--- src/sv/mlft_ram.sv ---
module mlft_ram #(
  parameter int WIDTH = 8,
  parameter int DEPTH = 16
) (
  input  logic                     clk,
  input  logic                     we,
  input  logic [$clog2(DEPTH)-1:0] waddr,
  input  logic [WIDTH-1:0]         wdata,
  input  logic                     re,
  input  logic [$clog2(DEPTH)-1:0] raddr,
  output logic [WIDTH-1:0]         rdata
);

  logic [WIDTH-1:0] mem [DEPTH];

  always_ff @(posedge clk) begin
    if (we) begin
      mem[waddr] <= wdata;
    end
    if (re) begin
      rdata <= mem[raddr];
    end
  end

endmodule

--- config.mk ---
export PLATFORM = sky130hd
export DESIGN_NAME = mlft_ram
export DESIGN_NICKNAME = d
export VERILOG_FILES = /design/src/sv/mlft_ram.sv
export SDC_FILE = /design/constraint.sdc
export NUM_CORES = 1
export LEC_CHECK = 0
export ABC_AREA = 1
export BUFFER_PORTS_ARGS = -buffer_cell sky130_fd_sc_hd__buf_2
export CORE_ASPECT_RATIO = 0.75
export CORE_MARGIN = 2
export CORE_UTILIZATION = 60
export CTS_BUF_LIST = sky130_fd_sc_hd__clkbuf_8
export CTS_CLUSTER_DIAMETER = 150
export CTS_CLUSTER_SIZE = 16
export DETAILED_ROUTE_END_ITERATION = 10
export PLACE_DENSITY = 0.86
export SLEW_MARGIN = 20
export SYNTH_ARGS = -nofsm -noshare
export SYNTH_HDL_FRONTEND = slang
export SYNTH_SLANG_ARGS = --single-unit
--- constraint.sdc ---
create_clock -name clk -period 1.5 [get_ports clk]
set_clock_uncertainty 0.1 [all_clocks]
set_input_delay 0 -clock clk [delete_from_list [all_inputs] [get_ports clk]]
set_output_delay 0 -clock clk [all_outputs]
set_load 0.05 [all_outputs]
# Yosys cells after proc, flatten, opt, wreduce, memory -nomap -nowiden
# Memories as Yosys holds them, arrays and structs flattened. A register that Yosys moved wholly into a read port is not among the register bits.
# Cells that the tools add are included.
# totals
reg_bits	0
latchBits	0
ram_bits	128
romBits	0
in_bits	19
out_inout_bits	8
mem_count	1
# op_classes
addsub	0
multipliers	0
div_mod_pow	0
n_lt_le_gt_ge	0
n_eq_ne	0
n_shift	0
n_mux	2
bitwise_logic	0
n_reduce_logical	0
# memory_table
memory	depth	word_bits	rd	rd_ports_with_merged_regs	wr	line_no	text
mem	16	8	1	1	1	14	logic [WIDTH-1:0] mem [DEPTH];
# ops
operator	count
1-bit two-way mux	2

# Logic depth before layout (Yosys ltp)
# depth
ltp_word	2
ltp_mapped	8

# Worst setup path after synthesis
# OpenSTA, ideal clock, no wires.
# synth_path
path_kind	in2reg
from	input waddr[2]
to	memory mem[10][0] (enable)
setup_ns	0.370
t_arrival_ns	0.581
required_time_ns	1.030
setup_slack_ns	0.449
stages	2
n_path_buf	0
path_cell_list	nand3b_1 -> nor2_1
# synth_rtl
element	line_no	text
start: declaration	7	input logic [$clog2(DEPTH)-1:0] waddr,
end: declaration	14	
# No word-level cell before the write port.

==> impl_metrics.toml <==
[placement]
dp.final_hpwl_um = 8220
place_congestion = 0.905
dp_cells = 707
placed_area_mm2 = 0.00618
port_buffers = 26
dp_slack_ps = 182

[critical_path]
cp-end-kind = "flop"
startpoint = "mem[15][2]$_DFFE_PP_"
r2r_slack_ps = 210
arrival_ps = 1370
rr_startpoint = "mem[15][2]$_DFFE_PP_"
cp-start-kind = "flop"
crit_fanout = 1
worstSetupPathType = "flop to flop"
worstPathRequired_ps = 1580

[finish]
multiInputGateArea_mm2 = 0.00121
final_common_cell = "nand2_1"
layout_common_cells = "nand2_1, edfxtp_1, inv_1"
final-instance-count-excl-fill = 748
postLayoutCoreUtil_pct = 69.2
postLayoutCellArea_mm2 = 0.00663
antenna-diode-count = 0
final_nets = 623
seq_area_mm2 = 0.00408
drive_above_1_share_pct = 12.5
nFillCells = 670
area_growth_pct = 13.4

[timing]
maxSlewViolCount = 0
finalHoldViolCount = 0
min_period_ps = 1290
grt_setup_unrepaired = "no"
finalCritPeriodShare_pct = 85.8
finalSetupViolCount = 0
tns_ps = 0
slew-limit-headroom_pct = 59.2
fmax_mhz = 777
layout_setup_ws_ps = 213
tightest_slew_ps = 611

[die]
initial_utilization_pct = 61.0
die_area_mm2 = 0.0106
num_rows = 31
fp.dieW_um = 118
pin_count = 27
fp.dieH_um = 89.5
coreArea_mm2 = 0.00958

[clock_network]
cts_resized = 0
ctsHtreeMaxLevel = 4
cts_buffers = 17
cts.sinks = 136
clk_latency_ps = 440
root_buffer = "clkbuf_8"
clockBufferDepth = 2
cts_tree = "yes"
cts.clk_slew.worst_paths_ps = 70

[grt]
grt_max_degree = 65
grt_pass1_wl_um = 20200
grt-busiest-layer = "met2"
first_global_vias = 3823
globalRouteMet1Util_pct = 37.4
grt_use_total_pct = 26.5
gr-usage-met2_pct = 40.9
gr-usage-met3_pct = 7.27
grt.overflow.total = 0
antenna_found_initial = 0

[detailed_routing]
via_count = 4115
wl_um = 13300
ant_nets = 0
drc = 0
drtIter0Drc = 583
dr.pass1.iters = 6
avgViaCountPerCell = 5.50
avgRoutedWirePerCell_um = 17.7

[min_path]
worstHoldPathType = "input pin to flop"
hold_path_startpoint = "we"

[outcome]
status = "completed"

[yosys]
ys_types = 11
ys_seq_area_share_pct = 69.8
syn_area_mm2 = 0.00585
ys.warnings.count = 0
synth_fp_nets = 570
syn_area_per_cell_um2 = 10.6
syn_inst = 551
synth-seq-cells = 136

[flow_run]
cap_violations = 0

[pwr]
ir_drop_uv = 1040
power_density_mw_per_mm2 = 1150
leakagePower_nw = 2.89
-- metal layers --
metal | vias to the layer above | wire [µm]
met2 | 282 | 5960
met3 | 34 | 1630
met1 | 1920 | 5450
met4 | 0 | 232
li1 | 1879 | -
met5 | - | 0
-- kinds of logic (layout without fill, tap and decap cells) --
| group | Yosys count | in the layout | synth area share (%) |
|---|---|---|---|
| AND/OR/NAND/NOR | 289 | 289 | 20.8 |
| buffers and inverters | 126 | 191 | 9.39 |
| flip-flops | 136 | 136 | 69.8 |
-- metrics by stage --
step | hold slack, ps | power [mW]
after detailed placement | 268 | 4.97
after floorplan | -1.13 | 4.74
after global placement | 268 | 4.94
after global routing | 125 | 7.86
after CTS | 71.1 | 7.65
final | 99.2 | 7.65
-- where the power goes --
part	switching (mW)	internal (mW)	total, mW
logic	0.441	0.174	0.615
clock network	1.31	1.42	2.73
registers	0.0264	4.28	4.30
-- final timing paths --
kind / end / depth (start not counted)
max: rdata[2]$_DFFE_PP_ / 6
min: mem[1][1]$_DFFE_PP_ / 4
min reg2reg: rdata[6]$_DFFE_PP_ / 6
max reg2reg: rdata[2]$_DFFE_PP_ / 6
-- sequential cells by signal (all words and copies together) (netlist names) --
| signal | cells |
|---|---|
| mem | 128 |
| rdata | 8 |
-- cells in the mapped netlist --
master,number,area share [%]
nand3_1,97,8.3
buf_4,4,0.51
nor2_1,17,1.1
nand3b_1,2,0.26
inv_2,2,0.13
buf_2,13,1.1
inv_1,100,6.4
nand2_1,173,11
edfxtp_1,136,70
buf_6,6,1.2
buf_1,1,0.064
-- worst max-delay path, stage by stage (launching register included) --
cell      delay, ps
edfxtp_1        370
inv_1            60
nand2_1          50
nand3_1         100
nand3_1         160
nand3_1         130
nand2_1          80
-- layout make-up --
| type | instances | share of cell area (%) |
|---|---|---|
| multi-input cells | 289 | 18.3 |
| clock inverters | 14 | 1.77 |
| clock buffers | 17 | 3.53 |
| flip-flops and latches | 136 | 61.6 |
| repair buffers | 58 | 6.53 |
| well taps | 132 | 2.49 |
| inverters | 102 | 5.77 |
-- timing repair --
action                    CTS  global route
hold buffers               10             0
hold endpoints to repair  144             0
buffers inserted            0             0
(Power assumes the default switching activity.)
