==> src/sv/mlft_pkg.sv <==
package mlft_pkg;

  localparam int TABLE_ENTRIES = 1024;
  localparam int ADDR_W = $clog2(TABLE_ENTRIES);
  localparam int COUNT_W = $clog2(TABLE_ENTRIES + 1);
  localparam int MAC_W = 48;
  localparam int ENTRY_W = MAC_W + 1;

  typedef logic [MAC_W-1:0] mac_t;
  typedef logic [ADDR_W-1:0] addr_t;
  typedef logic [COUNT_W-1:0] count_t;

  typedef enum logic [1:0] {
    LEARN_NEW     = 2'd0,
    LEARN_UPDATED = 2'd1,
    LEARN_FULL    = 2'd2
  } learn_t;

  typedef struct packed {
    logic  src_hit;
    addr_t src_idx;
    logic  dst_hit;
    logic  dst_port;
  } match_t;

endpackage

==> src/sv/mlft_match.sv <==
module mlft_match import mlft_pkg::*; (
  input  logic                 clk,
  input  logic                 clear,
  input  logic                 valid,
  input  addr_t                idx,
  input  logic [ENTRY_W-1:0]   entry,
  input  mac_t                 src_mac,
  input  mac_t                 dst_mac,
  output match_t               match
);

  mac_t entry_mac;
  logic entry_port;

  assign entry_mac = entry[ENTRY_W-1:1];
  assign entry_port = entry[0];

  always_ff @(posedge clk) begin
    if (clear) begin
      match.src_hit <= 1'b0;
      match.dst_hit <= 1'b0;
    end else if (valid) begin
      if (entry_mac == src_mac) begin
        match.src_hit <= 1'b1;
        match.src_idx <= idx;
      end
      if (entry_mac == dst_mac) begin
        match.dst_hit <= 1'b1;
        match.dst_port <= entry_port;
      end
    end
  end

endmodule

==> config.mk <==
export PLATFORM = sky130hd
export DESIGN_NAME = mlft_match
export DESIGN_NICKNAME = d
export VERILOG_FILES = /design/src/sv/mlft_pkg.sv /design/src/sv/mlft_match.sv
export SDC_FILE = /design/constraint.sdc
export NUM_CORES = 1
export LEC_CHECK = 0
export ABC_CLOCK_PERIOD_IN_PS = 4300
export BUFFER_PORTS_ARGS = -buffer_cell sky130_fd_sc_hd__clkbuf_2
export CAP_MARGIN = 20
export CELL_PAD_IN_SITES_DETAIL_PLACEMENT = 1
export CELL_PAD_IN_SITES_GLOBAL_PLACEMENT = 1
export CORE_MARGIN = 2
export CORE_UTILIZATION = 24
export DETAILED_ROUTE_END_ITERATION = 10
export MAX_ROUTING_LAYER = met4
export PLACE_DENSITY_LB_ADDON = 0.1
export RECOVER_POWER = 100
export SYNTH_ARGS = -nofsm -noshare
export SYNTH_HDL_FRONTEND = slang
export SYNTH_SLANG_ARGS = --single-unit
==> constraint.sdc <==
create_clock -name clk -period 4.3 [get_ports clk]
set_clock_uncertainty 0.1 [all_clocks]
set_input_delay 0.645 -clock clk [delete_from_list [all_inputs] [get_ports clk]]
set_output_delay 0.645 -clock clk [all_outputs]
set_load 0.1 [all_outputs]
Yosys cells after proc, flatten, opt, wreduce, memory -nomap -nowiden
Cells that the tools add are included.

storage, ports and cells
  output and inout bits = 13
  register bits after elaboration = 13
  word-level logic and storage cells = 11

cells by class
  reductions and logical operators = 4
  eq/ne operators = 2
  bitwise operators = 1

operators with widths
  operator           count
  $eq A48 B48 Y1     2
  $reduce_and A3 Y1  2
  $reduce_and A2 Y1  2
  $not A1 Y1         1

Depth between registers and ports, before layout
  word-level depth = 2
  gate-level depth with buffers = 5

Worst setup path before layout
No wires, ideal clock.

  path kind = in2reg
  start = in src_mac[25]
  end = reg match[10] (netlist bit) (enable)
  required time = 3.810 ns
  library setup time = 0.390 ns
  arrival time = 2.232 ns
  buffers on the path = 0
  setup slack = 1.578 ns
  stages on the path = 4
  path through = xnor2_1 > o2111ai_1 > or4_4 > nor3_1

between the ends
  word-level cells in the longest chain between the ends = 2

RTL lines
  what                                RTL line          text
  start: declaration                  mlft_match.sv:7   input mac_t src_mac,
  $eq A48 B48 Y1                      mlft_match.sv:23  if (entry_mac == src_mac) begin
  $reduce_and A3 Y1 (no source line)  --
  end: declaration                    mlft_match.sv:9   output match_t match

No other way between the ends.
A chain may end at the register's enable or synchronous reset.

Worst setup path after layout
  start = in entry[26]
  end = reg match[2] (netlist bit) (enable)

between the ends
  word-level cells in the longest chain between the ends = 2

RTL lines
  what                                RTL line          text
  start: declaration                  mlft_match.sv:6   input logic [ENTRY_W-1:0] entry,
  $eq A48 B48 Y1                      mlft_match.sv:23
  $reduce_and A3 Y1 (no source line)  --

No other way between the ends.

==> metrics.md <==
| Metric | Value |
|---|---|
| Status | `finished clean` |
| Most frequent cells in the layout | `clkbuf_2 (155), xnor2_1 (46), xor2_1 (46), clkbuf_1 (17), nor4_1 (14)` |
| Gr usage total | `0.175` |
| Gate Count Post-Synth | `~150` |
| Fmax | `roughly 0.4 GHz` |
| Die width | `between 80 and 90 um` |
| Largest net degree at the start of global routing | `11` |
| FF+latch count, synth | `13` |
| Die H | `82.5 um` |
| Clock-pin slew on the worst setup and hold paths | `0.05 ns` |
| Crit-path max FO | `10` |
| Postcts setup bufs | `0` |
| Initial antenna violation count | `0` |
| Largest Register | `match` |
| Critical Path AT | `2.29 ns` |
| Antenna-violating nets left | `0` |
| Vias in the first global route | `1920` |
| Layout Nets | `between 400 and 500` |
| Crit Path Class | `in2reg` |
| Core area | `~0.006 mm2` |
| Max reg flops | `13` |
| Fin. Hold Viols | `0` |
| Drt drc | `0` |
| Diode count | `0` |
| Syn Area/Cell | `just under 10 um2` |
| Fillers | `about 770` |
| R2R depth | `2` |
| Post-route clock period utilization | `0.585` |
| Hold endpoint | `match[1]$_SDFFE_PP0P_` |
| GRT overflow | `0` |
| Initial DRC Count | `48` |
| Slew HR | `0.202` |
| RSZ-0062 raised after global routing | `false` |
| IO Count | `about 170` |
| Minimum clock period | `2.52 ns` |
| Resized cells post-CTS | `0` |
| CTS buffer count | `3` |
| DP Area | `0.00243 mm2` |
| Max capacitance violation total | `0` |
| HP Class | `reg2reg` |
| Endpoints failing setup | `0` |
| First-pass GRT wire length | `just under 9000 um` |
| Hold Startpoint | `match[1]$_SDFFE_PP0P_` |
| Initial core utilization | `0.250` |
| CP Launch Type | `primary input` |
| FF/Latch Area | `370 um2` |
| Peak supply drop | `0.125 mV` |
| Layout cells sized above 1 | `0.489` |
| Cell area after layout | `around 0.0024 mm2` |
| Post-CTS Hold Buffers | `0` |
| Most common cell after layout, fill and taps aside | `clkbuf_2` |
| HPWL Detailed | `between 5000 and 6000 um` |
| Unique masters post-synth | `19` |
| CTS tree | `yes` |
| TNS Setup | `0 ns` |
| Yosys warns | `0` |
| Lkg Pwr | `approximately 1.1 nW` |
| Site Rows | `28` |
| Cell count of the worst hold path | `2` |
| R2R Setup Slk | `~3.6 ns` |
| Area of the multi-input gates | `0.00108 mm2` |
| Synth-to-Final Area Change | `65.7%` |
| Reg-to-reg endpoint | `match[1]$_SDFFE_PP0P_` |
| First-pass detailed-route iteration total | `5` |
| Largest regs | `match: 13 flops` |
| Wire per inst | `14.7 um` |
| Crit path required time | `approximately 4.1 ns` |
| DIE AREA | `0.00680 mm2` |
| Final WL | `just under 6000 um` |
| Launching point of the worst reg2reg path | `match[1]$_SDFFE_PP0P_` |
| Final GP Congestion | `about 0.80` |
| CTS max path bufs | `2` |
| Vias/cell | `4.43` |
| Max-slew violations | `0` |
| Sequential area share after synthesis | `0.251` |
| Clock Tree Root | `clkbuf_8` |
| CTS sink cnt | `13` |
| Synthesized net count | `310` |
| Setup crit end kind | `flip-flop` |
| Area of the mapped netlist | `0.00148 mm2` |
| Clock latency on the worst-skew pair | `0.24 ns` |
| Vias | `approximately 1800` |
| PwrDens | `approximately 170 mW/mm2` |
| Port buffer count | `between 150 and 200` |
| Worst slew pin tran | `around 1.2 ns` |
| H-tree Lvls | `1` |
Yosys cell counts:
cell | number | area (um2)
xnor2_1 | 46 | 403
xor2_1 | 46 | 403
nor4_1 | 14 | 87.6
nand4_1 | 13 | 81.3
edfxtp_1 | 11 | 330
inv_1 | 5 | 18.8
dfxtp_1 | 2 | 40.0
nand2_1 | 2 | 7.51
nand3_1 | 2 | 10.0
nor3_1 | 2 | 10.0
a222oi_1 | 1 | 10.0
nand2b_1 | 1 | 6.26
nor2b_1 | 1 | 6.26
o2111ai_1 | 1 | 8.76
o21ai_0 | 1 | 5.00
o22ai_1 | 1 | 6.26
o32ai_2 | 1 | 16.3
o41ai_2 | 1 | 16.3
or4_4 | 1 | 11.3
worst max-delay path, stage by stage:
cell and delay (ns):
clkbuf_2 0.10, xnor2_1 0.17, o2111ai_1 0.14, or4_1 0.58
nor3_1 0.20, clkbuf_1 0.46
metal layers:
| metal | share of wire | global-route usage | vias to the layer above |
|---|---|---|---|
| met4 | 0.013 | 0.0383 | 0 |
| met3 | 0.10 | 0.0283 | 8 |
| met2 | 0.50 | 0.315 | 109 |
| li1 | - | - | 894 |
| met1 | 0.38 | 0.204 | 768 |
| met5 | 0 | - | - |
through the flow:
step / power, mW / instances / utilization / setup slack, ns / hold WS [ns]
3_5_place_dp: 0.323 / 398 / 0.410 / 1.84 / 0.363
4_1_cts: 0.432 / 402 / 0.418 / 2.09 / 0.382
6_report: 0.424 / 402 / 0.414 / 1.78 / 0.378
5_1_grt: 0.452 / 402 / 0.414 / 1.60 / 0.396
2_1_floorplan: 0.215 / 152 / - / 1.58 / 0.644
3_3_place_gp: 0.321 / 398 / 0.410 / 1.84 / 0.371
logic make-up after synthesis:
logic type                synth area share
DFF                                  0.251
and+or+nand+nor                      0.149
buffers and inverters               0.0127
AOI/OAI and AO/OA                   0.0423
xor gates and xnor gates             0.545
report_power, final:
group          internal (mW)  total (mW)         switching, mW
clock                 0.0653       0.106                0.0410
sequential             0.137       0.137  0.000000000000000285
combinational          0.102       0.181                0.0789
total                  0.304       0.424                 0.120
how the worst max path moves through the flow:
stage	endpoint	startpoint	slack [ns]	cells past startpoint
global placement	match[3]$_DFFE_PP_	entry[26]	1.84	6
floorplan	match[10]$_DFFE_PP_	src_mac[25]	1.58	4
finish	match[2]$_DFFE_PP_	entry[26]	1.78	6
CTS	match[0]$_DFFE_PP_	entry[48]	2.09	6
detailed placement	match[0]$_DFFE_PP_	entry[45]	1.84	6
global route	match[5]$_DFFE_PP_	entry[4]	1.60	6
area by class of cell:
cell class,count,share of cell area
tap,75,0.0383
clock buffer,4,0.0184
multi-input combinational,134,0.443
timing repair buffer,171,0.341
inverter,5,0.00766
sequential,13,0.151
No activity file was read; power rests on OpenSTA's default activity.
